### config.mk
export PLATFORM = sky130hd
export DESIGN_NAME = stack_machine_executor_unit
export DESIGN_NICKNAME = d
export VERILOG_FILES = /design/src/hw/rtl/sme_pkg.sv /design/src/hw/rtl/stack_machine_executor_unit.sv
export SDC_FILE = /design/constraint.sdc
export NUM_CORES = 2
export LEC_CHECK = 0
export BUFFER_PORTS_ARGS = -buffer_cell sky130_fd_sc_hd__buf_4
export CORE_UTILIZATION = 55
export DETAILED_ROUTE_END_ITERATION = 8
export PLACE_DENSITY = 0.71
export SETUP_SLACK_MARGIN = 0.1
export SKIP_CTS_REPAIR_TIMING = 1
export SLEW_MARGIN = 20
export SYNTH_ARGS = -nofsm -noshare
export SYNTH_HDL_FRONTEND = slang
export SYNTH_SLANG_ARGS = --single-unit
### constraint.sdc
create_clock -name clk -period 14 [get_ports clk]
set_input_delay 1.4 -clock clk [delete_from_list [all_inputs] [get_ports clk]]
set_output_delay 1.4 -clock clk [all_outputs]
set_load 0.05 [all_outputs]
### src/hw/rtl/sme_pkg.sv
//------------------------------------------------------------------------------
// sme_pkg
// types, codes and sizes shared by the stack machine executor
//------------------------------------------------------------------------------
`default_nettype none

package sme_pkg;

    localparam int STACK_DEPTH = 64;
    localparam int PTR_W       = $clog2(STACK_DEPTH);
    localparam int LVL_W       = $clog2(STACK_DEPTH + 1);

    typedef enum logic [3:0] {
        CMD_PUSH = 4'd0,
        CMD_ADD  = 4'd1,
        CMD_SUB  = 4'd2,
        CMD_MUL  = 4'd3,
        CMD_DIV  = 4'd4,
        CMD_POW  = 4'd5,
        CMD_MOD  = 4'd6,
        CMD_SQRT = 4'd7,
        CMD_OUT  = 4'd8,
        CMD_HALT = 4'd9
    } cmd_t;

    typedef enum logic [2:0] {
        ST_OK      = 3'd0,
        ST_HALT    = 3'd1,
        ST_DIVZ    = 3'd2,
        ST_UNKNOWN = 3'd3,
        ST_UNDER   = 3'd4,
        ST_OVER    = 3'd5,
        ST_SQRT    = 3'd6,
        ST_IGNORED = 3'd7
    } status_t;

    typedef struct packed {
        logic [3:0]         command;
        logic signed [31:0] immediate;
        logic               last_item;
    } in_item_t;

    typedef struct packed {
        logic [2:0]         status;
        logic               out_valid;
        logic signed [31:0] out_value;
    } out_item_t;

    typedef enum logic [3:0] {
        S_IDLE,
        S_RD1,
        S_RD0,
        S_DECIDE,
        S_MUL,
        S_DIV,
        S_DIVFIX,
        S_POW,
        S_POWSQ,
        S_SQRT,
        S_WRITE,
        S_DONE
    } state_t;

endpackage

`default_nettype wire

### src/hw/rtl/stack_machine_executor_unit.sv
//------------------------------------------------------------------------------
// stack_machine_executor_unit
// stack machine executor for 32-bit signed integers, one instruction per item
//------------------------------------------------------------------------------
// channel | direction | payload    | handshake
// in      | input     | in_item_t  | in_valid / in_stall
// res     | output    | out_item_t | res_valid / res_stall
//
// push, add, sub and pow with a negative exponent: read, decide, write
// out, halt, ignored and error items: read, decide; mul adds a multiply
// div and mod: 32 restoring steps on the shared 33-bit adder, after operand
// reads from the single-port stack memory, then sign fix and write
// sqrt produces one result bit per step; pow uses square-and-multiply,
// one multiply per cycle
// reset empties the stack and clears the stop flag; stack words are not cleared
// a stalled result holds the unit; the next instruction is taken the cycle after
// it leaves
//------------------------------------------------------------------------------
`default_nettype none

module stack_machine_executor_unit
    import sme_pkg::*;
(
    input  wire logic      clk,
    input  wire logic      rst_n,
    input  wire logic      in_valid,
    output logic           in_stall,
    input  wire in_item_t  in_data,
    output logic           res_valid,
    input  wire logic      res_stall,
    output out_item_t      res_data
);

    // stack memory, single port, registered read
    logic [31:0] mem [STACK_DEPTH];
    logic [31:0] rd_data_reg;
    logic        mem_we;
    logic [PTR_W-1:0] mem_addr;
    logic [31:0] mem_wdata;

    always_ff @(posedge clk)
    begin
        if (mem_we)
        begin
            mem[mem_addr] <= mem_wdata;
        end
        rd_data_reg <= mem[mem_addr];
    end

    state_t state_reg, state_next;

    logic [LVL_W-1:0] level_reg, level_next;
    logic             stopped_reg, stopped_next;
    in_item_t         item_reg, item_next;
    logic [31:0]      a_reg, a_next;    // left operand / accumulator
    logic [31:0]      b_reg, b_next;    // right operand / base
    logic [31:0]      q_reg, q_next;    // quotient / exponent / sqrt result
    logic [31:0]      r_reg, r_next;    // remainder / sqrt remainder
    logic [5:0]       cnt_reg, cnt_next;
    out_item_t        res_reg, res_next;
    logic             res_valid_reg, res_valid_next;

    // shared adder
    logic [32:0] add_a, add_b, add_sum;
    logic        add_sub;
    assign add_sum = add_sub ? (add_a - add_b) : (add_a + add_b);

    logic [31:0] mul_p;
    logic [31:0] mul_x, mul_y;
    assign mul_p = mul_x * mul_y;

    logic [31:0] mag_a, mag_b;
    assign mag_a = a_reg[31] ? (32'd0 - a_reg) : a_reg;
    assign mag_b = b_reg[31] ? (32'd0 - b_reg) : b_reg;

    logic two_op;
    always_comb
    begin
        two_op = 1'b0;
        case (item_reg.command)
            CMD_ADD, CMD_SUB, CMD_MUL, CMD_DIV, CMD_POW, CMD_MOD: two_op = 1'b1;
            default: two_op = 1'b0;
        endcase
    end

    assign in_stall  = (state_reg != S_IDLE) || res_valid_reg;
    assign res_valid = res_valid_reg;
    assign res_data  = res_reg;

    always_ff @(posedge clk or negedge rst_n)
    begin
        if (!rst_n)
        begin
            state_reg     <= S_IDLE;
            level_reg     <= '0;
            stopped_reg   <= 1'b0;
            res_valid_reg <= 1'b0;
        end
        else
        begin
            state_reg     <= state_next;
            level_reg     <= level_next;
            stopped_reg   <= stopped_next;
            res_valid_reg <= res_valid_next;
        end
    end

    always_ff @(posedge clk)
    begin
        item_reg <= item_next;
        a_reg    <= a_next;
        b_reg    <= b_next;
        q_reg    <= q_next;
        r_reg    <= r_next;
        cnt_reg  <= cnt_next;
        res_reg  <= res_next;
    end

    // next state
    always_comb
    begin
        state_next = state_reg;
        unique case (state_reg)
            S_IDLE:
            begin
                if (in_valid && !in_stall)
                begin
                    state_next = S_RD1;
                end
            end
            S_RD1:    state_next = S_RD0;
            S_RD0:    state_next = S_DECIDE;
            S_DECIDE:
            begin
                state_next = S_DONE;
                if (!stopped_reg)
                begin
                    if (item_reg.command == CMD_PUSH && level_reg < LVL_W'(STACK_DEPTH))
                        state_next = S_WRITE;
                    else if (two_op && level_reg >= LVL_W'(2))
                    begin
                        case (item_reg.command)
                            CMD_ADD, CMD_SUB: state_next = S_WRITE;
                            CMD_MUL:          state_next = S_MUL;
                            CMD_DIV, CMD_MOD:
                                state_next = (b_reg == 32'd0) ? S_DONE : S_DIV;
                            default:
                                state_next = b_reg[31] ?
                                             ((rd_data_reg == 32'd0) ? S_DONE : S_WRITE)
                                             : S_POW;
                        endcase
                    end
                    else if (item_reg.command == CMD_SQRT && level_reg != '0
                             && !b_reg[31])
                        state_next = S_SQRT;
                end
            end
            S_MUL:    state_next = S_WRITE;
            S_DIV:    state_next = (cnt_reg == 6'd31) ? S_DIVFIX : S_DIV;
            S_DIVFIX: state_next = S_WRITE;
            S_POW:    state_next = (q_reg == 32'd0) ? S_WRITE : S_POWSQ;
            S_POWSQ:  state_next = S_POW;
            S_SQRT:   state_next = (cnt_reg == 6'd15) ? S_WRITE : S_SQRT;
            S_WRITE:  state_next = S_DONE;
            S_DONE:   state_next = S_IDLE;
            default:  state_next = S_IDLE;
        endcase
    end

    // datapath and outputs
    always_comb
    begin
        item_next      = item_reg;
        a_next         = a_reg;
        b_next         = b_reg;
        q_next         = q_reg;
        r_next         = r_reg;
        cnt_next       = cnt_reg;
        res_next       = res_reg;
        res_valid_next = res_valid_reg;
        level_next     = level_reg;
        stopped_next   = stopped_reg;
        mem_we         = 1'b0;
        mem_addr       = '0;
        mem_wdata      = a_reg;
        add_a          = '0;
        add_b          = '0;
        add_sub        = 1'b0;
        mul_x          = a_reg;
        mul_y          = b_reg;

        if (res_valid_reg && !res_stall)
        begin
            res_valid_next = 1'b0;
        end

        unique case (state_reg)
            S_IDLE:
            begin
                // result register holds until a new transaction is taken
                if (in_valid && !in_stall)
                begin
                    item_next = in_data;
                    res_next  = '{status: ST_OK, out_valid: 1'b0, out_value: '0};
                    cnt_next  = '0;
                end
            end
            S_RD1:
            begin
                mem_addr = PTR_W'(level_reg - LVL_W'(1));
            end
            S_RD0:
            begin
                mem_addr = PTR_W'(level_reg - LVL_W'(2));
                b_next   = rd_data_reg;   // top of stack
            end
            S_DECIDE:
            begin
                a_next = rd_data_reg;
                if (stopped_reg)
                    res_next.status = ST_IGNORED;
                else
                begin
                    case (item_reg.command)
                        CMD_PUSH:
                        begin
                            if (level_reg >= LVL_W'(STACK_DEPTH))
                                res_next.status = ST_OVER;
                            else
                                a_next = item_reg.immediate;
                        end
                        CMD_ADD, CMD_SUB, CMD_MUL, CMD_DIV, CMD_POW, CMD_MOD:
                        begin
                            if (level_reg < LVL_W'(2))
                                res_next.status = ST_UNDER;
                            else
                            begin
                                case (item_reg.command)
                                    CMD_ADD:
                                    begin
                                        add_a  = {1'b0, rd_data_reg};
                                        add_b  = {1'b0, b_reg};
                                        a_next = add_sum[31:0];
                                    end
                                    CMD_SUB:
                                    begin
                                        add_a   = {1'b0, rd_data_reg};
                                        add_b   = {1'b0, b_reg};
                                        add_sub = 1'b1;
                                        a_next  = add_sum[31:0];
                                    end
                                    CMD_DIV, CMD_MOD:
                                    begin
                                        if (b_reg == 32'd0)
                                            res_next.status = ST_DIVZ;
                                        r_next = '0;
                                    end
                                    CMD_POW:
                                    begin
                                        if (b_reg[31])
                                        begin
                                            if (rd_data_reg == 32'd0)
                                                res_next.status = ST_DIVZ;
                                            else if (rd_data_reg == 32'd1)
                                                a_next = 32'd1;
                                            else if (rd_data_reg == 32'hFFFF_FFFF)
                                                a_next = b_reg[0] ? 32'hFFFF_FFFF : 32'd1;
                                            else
                                                a_next = 32'd0;
                                        end
                                        else
                                        begin
                                            q_next = b_reg;       // exponent
                                            b_next = rd_data_reg; // base
                                            a_next = 32'd1;
                                        end
                                    end
                                    default: ;
                                endcase
                            end
                        end
                        CMD_SQRT:
                        begin
                            if (level_reg == '0)
                                res_next.status = ST_UNDER;
                            else if (b_reg[31])
                                res_next.status = ST_SQRT;
                            else
                            begin
                                r_next = b_reg;   // remaining value
                                q_next = '0;      // result
                                a_next = 32'h4000_0000;
                            end
                        end
                        CMD_OUT:
                        begin
                            if (level_reg == '0)
                                res_next.status = ST_UNDER;
                            else
                            begin
                                res_next.out_valid = 1'b1;
                                res_next.out_value = b_reg;
                                level_next = level_reg - LVL_W'(1);
                            end
                        end
                        CMD_HALT: res_next.status = ST_HALT;
                        default:  res_next.status = ST_UNKNOWN;
                    endcase
                end
            end
            S_MUL:
            begin
                mul_x  = a_reg;
                mul_y  = b_reg;
                a_next = mul_p;
            end
            S_DIV:
            begin
                // restoring division on magnitudes, quotient bits in q_reg
                add_a   = {r_reg, mag_a[5'd31 - cnt_reg[4:0]]};
                add_b   = {1'b0, mag_b};
                add_sub = 1'b1;
                if (!add_sum[32])
                begin
                    r_next = add_sum[31:0];
                    q_next = {q_reg[30:0], 1'b1};
                end
                else
                begin
                    r_next = add_a[31:0];
                    q_next = {q_reg[30:0], 1'b0};
                end
                cnt_next = cnt_reg + 6'd1;
            end
            S_DIVFIX:
            begin
                if (item_reg.command == CMD_DIV)
                    a_next = (a_reg[31] != b_reg[31]) ? (32'd0 - q_reg) : q_reg;
                else
                    a_next = a_reg[31] ? (32'd0 - r_reg) : r_reg;
            end
            S_POW:
            begin
                if (q_reg[0])
                begin
                    mul_x  = a_reg;
                    mul_y  = b_reg;
                    a_next = mul_p;
                end
            end
            S_POWSQ:
            begin
                mul_x  = b_reg;
                mul_y  = b_reg;
                b_next = mul_p;
                q_next = {1'b0, q_reg[31:1]};
            end
            S_SQRT:
            begin
                // a_reg holds the probe bit, q_reg the result, r_reg the rest
                add_a   = {1'b0, r_reg};
                add_b   = {1'b0, q_reg} + {1'b0, a_reg};
                add_sub = 1'b1;
                if (!add_sum[32])
                begin
                    r_next = add_sum[31:0];
                    q_next = {1'b0, q_reg[31:1]} + a_reg;
                end
                else
                    q_next = {1'b0, q_reg[31:1]};
                a_next   = {2'b00, a_reg[31:2]};
                cnt_next = cnt_reg + 6'd1;
                if (cnt_reg == 6'd15)
                    a_next = (!add_sum[32]) ? ({1'b0, q_reg[31:1]} + a_reg)
                                            : {1'b0, q_reg[31:1]};
            end
            S_WRITE:
            begin
                mem_we    = 1'b1;
                mem_wdata = a_reg;
                if (item_reg.command == CMD_PUSH)
                begin
                    mem_addr   = PTR_W'(level_reg);
                    level_next = level_reg + LVL_W'(1);
                end
                else if (item_reg.command == CMD_SQRT)
                    mem_addr = PTR_W'(level_reg - LVL_W'(1));
                else
                begin
                    mem_addr   = PTR_W'(level_reg - LVL_W'(2));
                    level_next = level_reg - LVL_W'(1);
                end
            end
            S_DONE:
            begin
                if (res_reg.status != ST_OK && res_reg.status != ST_IGNORED)
                    stopped_next = 1'b1;
                if (item_reg.last_item)
                begin
                    level_next   = '0;
                    stopped_next = 1'b0;
                end
                res_valid_next = 1'b1;
            end
            default: ;
        endcase
    end

endmodule

`default_nettype wire

==> results list <==
- The critical path in this run is classified as flop to flop.
- Overall track demand over capacity in global routing: 0.414
* Area share of the leading cell type in the synthesized netlist: 0.568
- The worst setup path is launched from a flop.
- After legalization and detailed placement, the total HPWL measured 286000 µm.
- The later pin in the worst-skew pair is clocked with a latency of 930 ps.
- Area post-placement: 0.124 mm²
- At the end of routability-driven placement, the weighted congestion stood at 1.01.
* Max FO, Critical Path: 35
- Vias post-DR: 91200
- The first detailed-routing pass ran for 8 iterations.
- Largest cells by area after synthesis: sky130_fd_sc_hd__edfxtp_1, sky130_fd_sc_hd__fa_1, sky130_fd_sc_hd__nand2_1, sky130_fd_sc_hd__a21oi_1, sky130_fd_sc_hd__ha_1
* Post-detailed-route via-to-cell ratio: 6.85
- Initial antenna violation count: 24
- The total count of max-transition violations in the final report is 0.
* Hold Crit Class: input port to asynchronous set/reset pin
- For this design the top-level I/O count stands at 79.
- Die ar.: 0.218 mm²
* Total negative slack for setup checks: 0 ps
- Once routing completed, OpenROAD measured the worst setup slack at 3480 ps.
* Arr. time, crit path: 11160 ps
- Fill cells in the final layout number 16600.
* Clock transition at the register clock pins on the worst setup and hold paths after CTS: 70 ps
- For this run, the leading register cell type out of synthesis is sky130_fd_sc_hd__edfxtp_1.
- CP Depth: 31
- Of the cells placed in the final design, the portion with a size suffix greater than 1 is 0.0999.
* Max reg flops: 2048
- Total grt overflow: 0
- Counting stages on the worst path, the most repeated cell is sky130_fd_sc_hd__fa_1.
- Worst-case clock skew: 94.5 ps
- Run status: finished clean
* Minimum clock period: 10520 ps
- Counting flops with a built-in enable in the synthesized netlist gives 2255.
- Data required, critical path: 14640 ps
* Row count: 170
- The first global-routing pass estimated 639000 µm of wire.
- After synthesis, the share of flip-flops with an asynchronous set or reset is 0.00565.
* Max-cap check violation count: 0
- Summed area of non-filler cells in the final layout: 0.132 mm²
- Floorplan core area: 0.215 mm²
- The mapped netlist covers 0.119 mm².
- Number of different library cells in the post-synthesis netlist: 94
* Number of instances in the synthesized netlist: 10300
- Final core utilization: 0.616
* Delay of the slowest cell on the worst path: 1010 ps
- Dividing the final minimum period by the clock period gives 0.751.
- Buffer depth of the longest clock path: 3
- The floorplan step set the die width to 467 µm.
- Post-synth net total: 11000
- The worst register-to-register path has a depth of 31.
- Hold Fails Final Rpt: 0
* Transition time at the pin with the least slew margin: 1310 ps
- Sequential cell area: 0.0687 mm²
- Entering global routing, the biggest net connects 141 pins.
- Worst-path cell with the longest stage delay: sky130_fd_sc_hd__xor2_1
* Number of clock sinks seen by CTS: 2300
- Number of buffers created by CTS: 229
* Cell with the most instances after synthesis: sky130_fd_sc_hd__edfxtp_1
- Input and output buffers added on the ports amount to 78.
- Maximum clock rate: 0.0951 GHz
- Average wire per cell in the routed design: 34.2 µm
- After synthesis, the most frequently instantiated cells are sky130_fd_sc_hd__edfxtp_1, sky130_fd_sc_hd__nand2_1, sky130_fd_sc_hd__a21oi_1.
* Via count of the first global-routing pass: 87200
* Post-Syn Area per Cell: 11.5 µm²
- CP endpoint kind: flop
- For this configuration, the core starts out at a cell density of 0.555.
- The number of buffers and inverters on the critical path is 5.
- Final WL: 456000 µm
- Prior to clock tree synthesis, the placed netlist has a worst setup slack of 3490 ps.
- Remaining routing DRC violations: 0
* Final setup fails: 0
- The net count of the finished layout is 10900.
- Clock tree synthesis selected as its root buffer the cell sky130_fd_sc_hd__clkbuf_16.
- The H-tree was split into 4 levels.
* Proportion of synthesized chip area in sequential cells: 0.577
* Largest delay contributor family on the critical path: adder cells
- After the first detailed-routing iteration, the DRC count stood at 14500.
- Total of warnings raised by yosys: 0
- Headroom to the max-slew limit came out at 0.122.
- Setup repair after global routing left no endpoint under its margin.
- The die is 467 µm tall.
- Register bit count reported by yosys: 2300
- Signed area change from the synthesized netlist to the final layout: 11.1%
- Remaining antenna violation count: 0
- Yosys top cell by area: sky130_fd_sc_hd__edfxtp_1
* Clock tree from TritonCTS: done
* Footprint of the multi-input gates: 0.0464 mm²
## path summary, 6_finish.rpt
kind / end / from / slack (ps)
min in group clk: stopped_reg$_DFFE_PN0P_ / item_reg[0]$_DFFE_PP_ / 460
worst max register to register: a_reg[21]$_DFFE_PP_ / state_reg[3]$_DFFE_PN0P_ / 3480
worst min-delay path: res_valid$_DFFE_PN0P_ / rst_n / 410
max in group asynchronous: level_reg[3]$_DFFE_PN0P_ / rst_n / 13400
worst max-delay path: a_reg[21]$_DFFE_PP_ / state_reg[3]$_DFFE_PN0P_ / 3480
worst min register to register: stopped_reg$_DFFE_PN0P_ / item_reg[0]$_DFFE_PP_ / 460
## cells in the final DEF (no fill, tap or decap), types with 75 or more instances in the layout
master	count
sky130_fd_sc_hd__ha_1	231
sky130_fd_sc_hd__fa_1	411
sky130_fd_sc_hd__nand4_1	97
sky130_fd_sc_hd__edfxtp_1	2255
sky130_fd_sc_hd__nor2_4	83
sky130_fd_sc_hd__and2_1	199
sky130_fd_sc_hd__nand3_1	300
sky130_fd_sc_hd__nor2_1	359
sky130_fd_sc_hd__a31oi_1	90
sky130_fd_sc_hd__a21oi_1	887
sky130_fd_sc_hd__o21ai_0	315
sky130_fd_sc_hd__a222oi_1	75
sky130_fd_sc_hd__inv_1	590
sky130_fd_sc_hd__a211oi_1	153
sky130_fd_sc_hd__nor3_1	88
sky130_fd_sc_hd__clkbuf_16	231
sky130_fd_sc_hd__and3_1	92
sky130_fd_sc_hd__a221oi_1	121
sky130_fd_sc_hd__xnor2_1	164
sky130_fd_sc_hd__xor2_1	104
sky130_fd_sc_hd__buf_4	427
sky130_fd_sc_hd__o22ai_1	120
sky130_fd_sc_hd__nand2_1	1853
## cell families after synthesis
group | Yosys count | share of synthesized area
AO/OA/AOI/OAI | 2317 | 0.125
XOR/XNOR | 270 | 0.0199
adder cells (fa/ha/maj) | 642 | 0.0933
buffers and inverters | 1319 | 0.0420
flip-flops | 2300 | 0.577
multiplexers | 162 | 0.0211
AND/OR/NAND/NOR | 3308 | 0.122
## worst register-to-register path, delay by kind of cell, from the launching register on
kind	cells	cell delay, ps
compound gates	9	1970
xor+xnor	1	1010
fa+ha+maj	9	3780
buf+inv	5	1060
flops	1	880
simple gates	7	1630
## metrics by stage
stage               hold WS, ps  instances
global placement            436      12900
floorplan                   420      10300
detailed placement          449      12900
CTS                         364      13300
finish                      408      13300
global route                390      13300
## final cells by class
cell class,count,area share
Tap cell,2838,0.0268
Inverter,591,0.0168
Sequential cell,2300,0.519
Timing Repair Buffer,443,0.0265
Antenna cell,11,0.000208
Clock buffer,281,0.0457
Multi-Input combinational cell,6699,0.350
Clock inverter,148,0.0149
## metal layers
metal  global-route usage  vias to the layer above  part of all wire
met5                    0                        -           0.00052
met1                0.524                    45000              0.35
met3                0.102                     1591              0.13
met4                0.307                       20             0.089
li1                     -                    37500                 -
met2                0.618                     7106              0.44
Power is left out: the tool's default activity adds up to more than one toggle a clock period on the data nets, which glitch-free logic cannot reach.
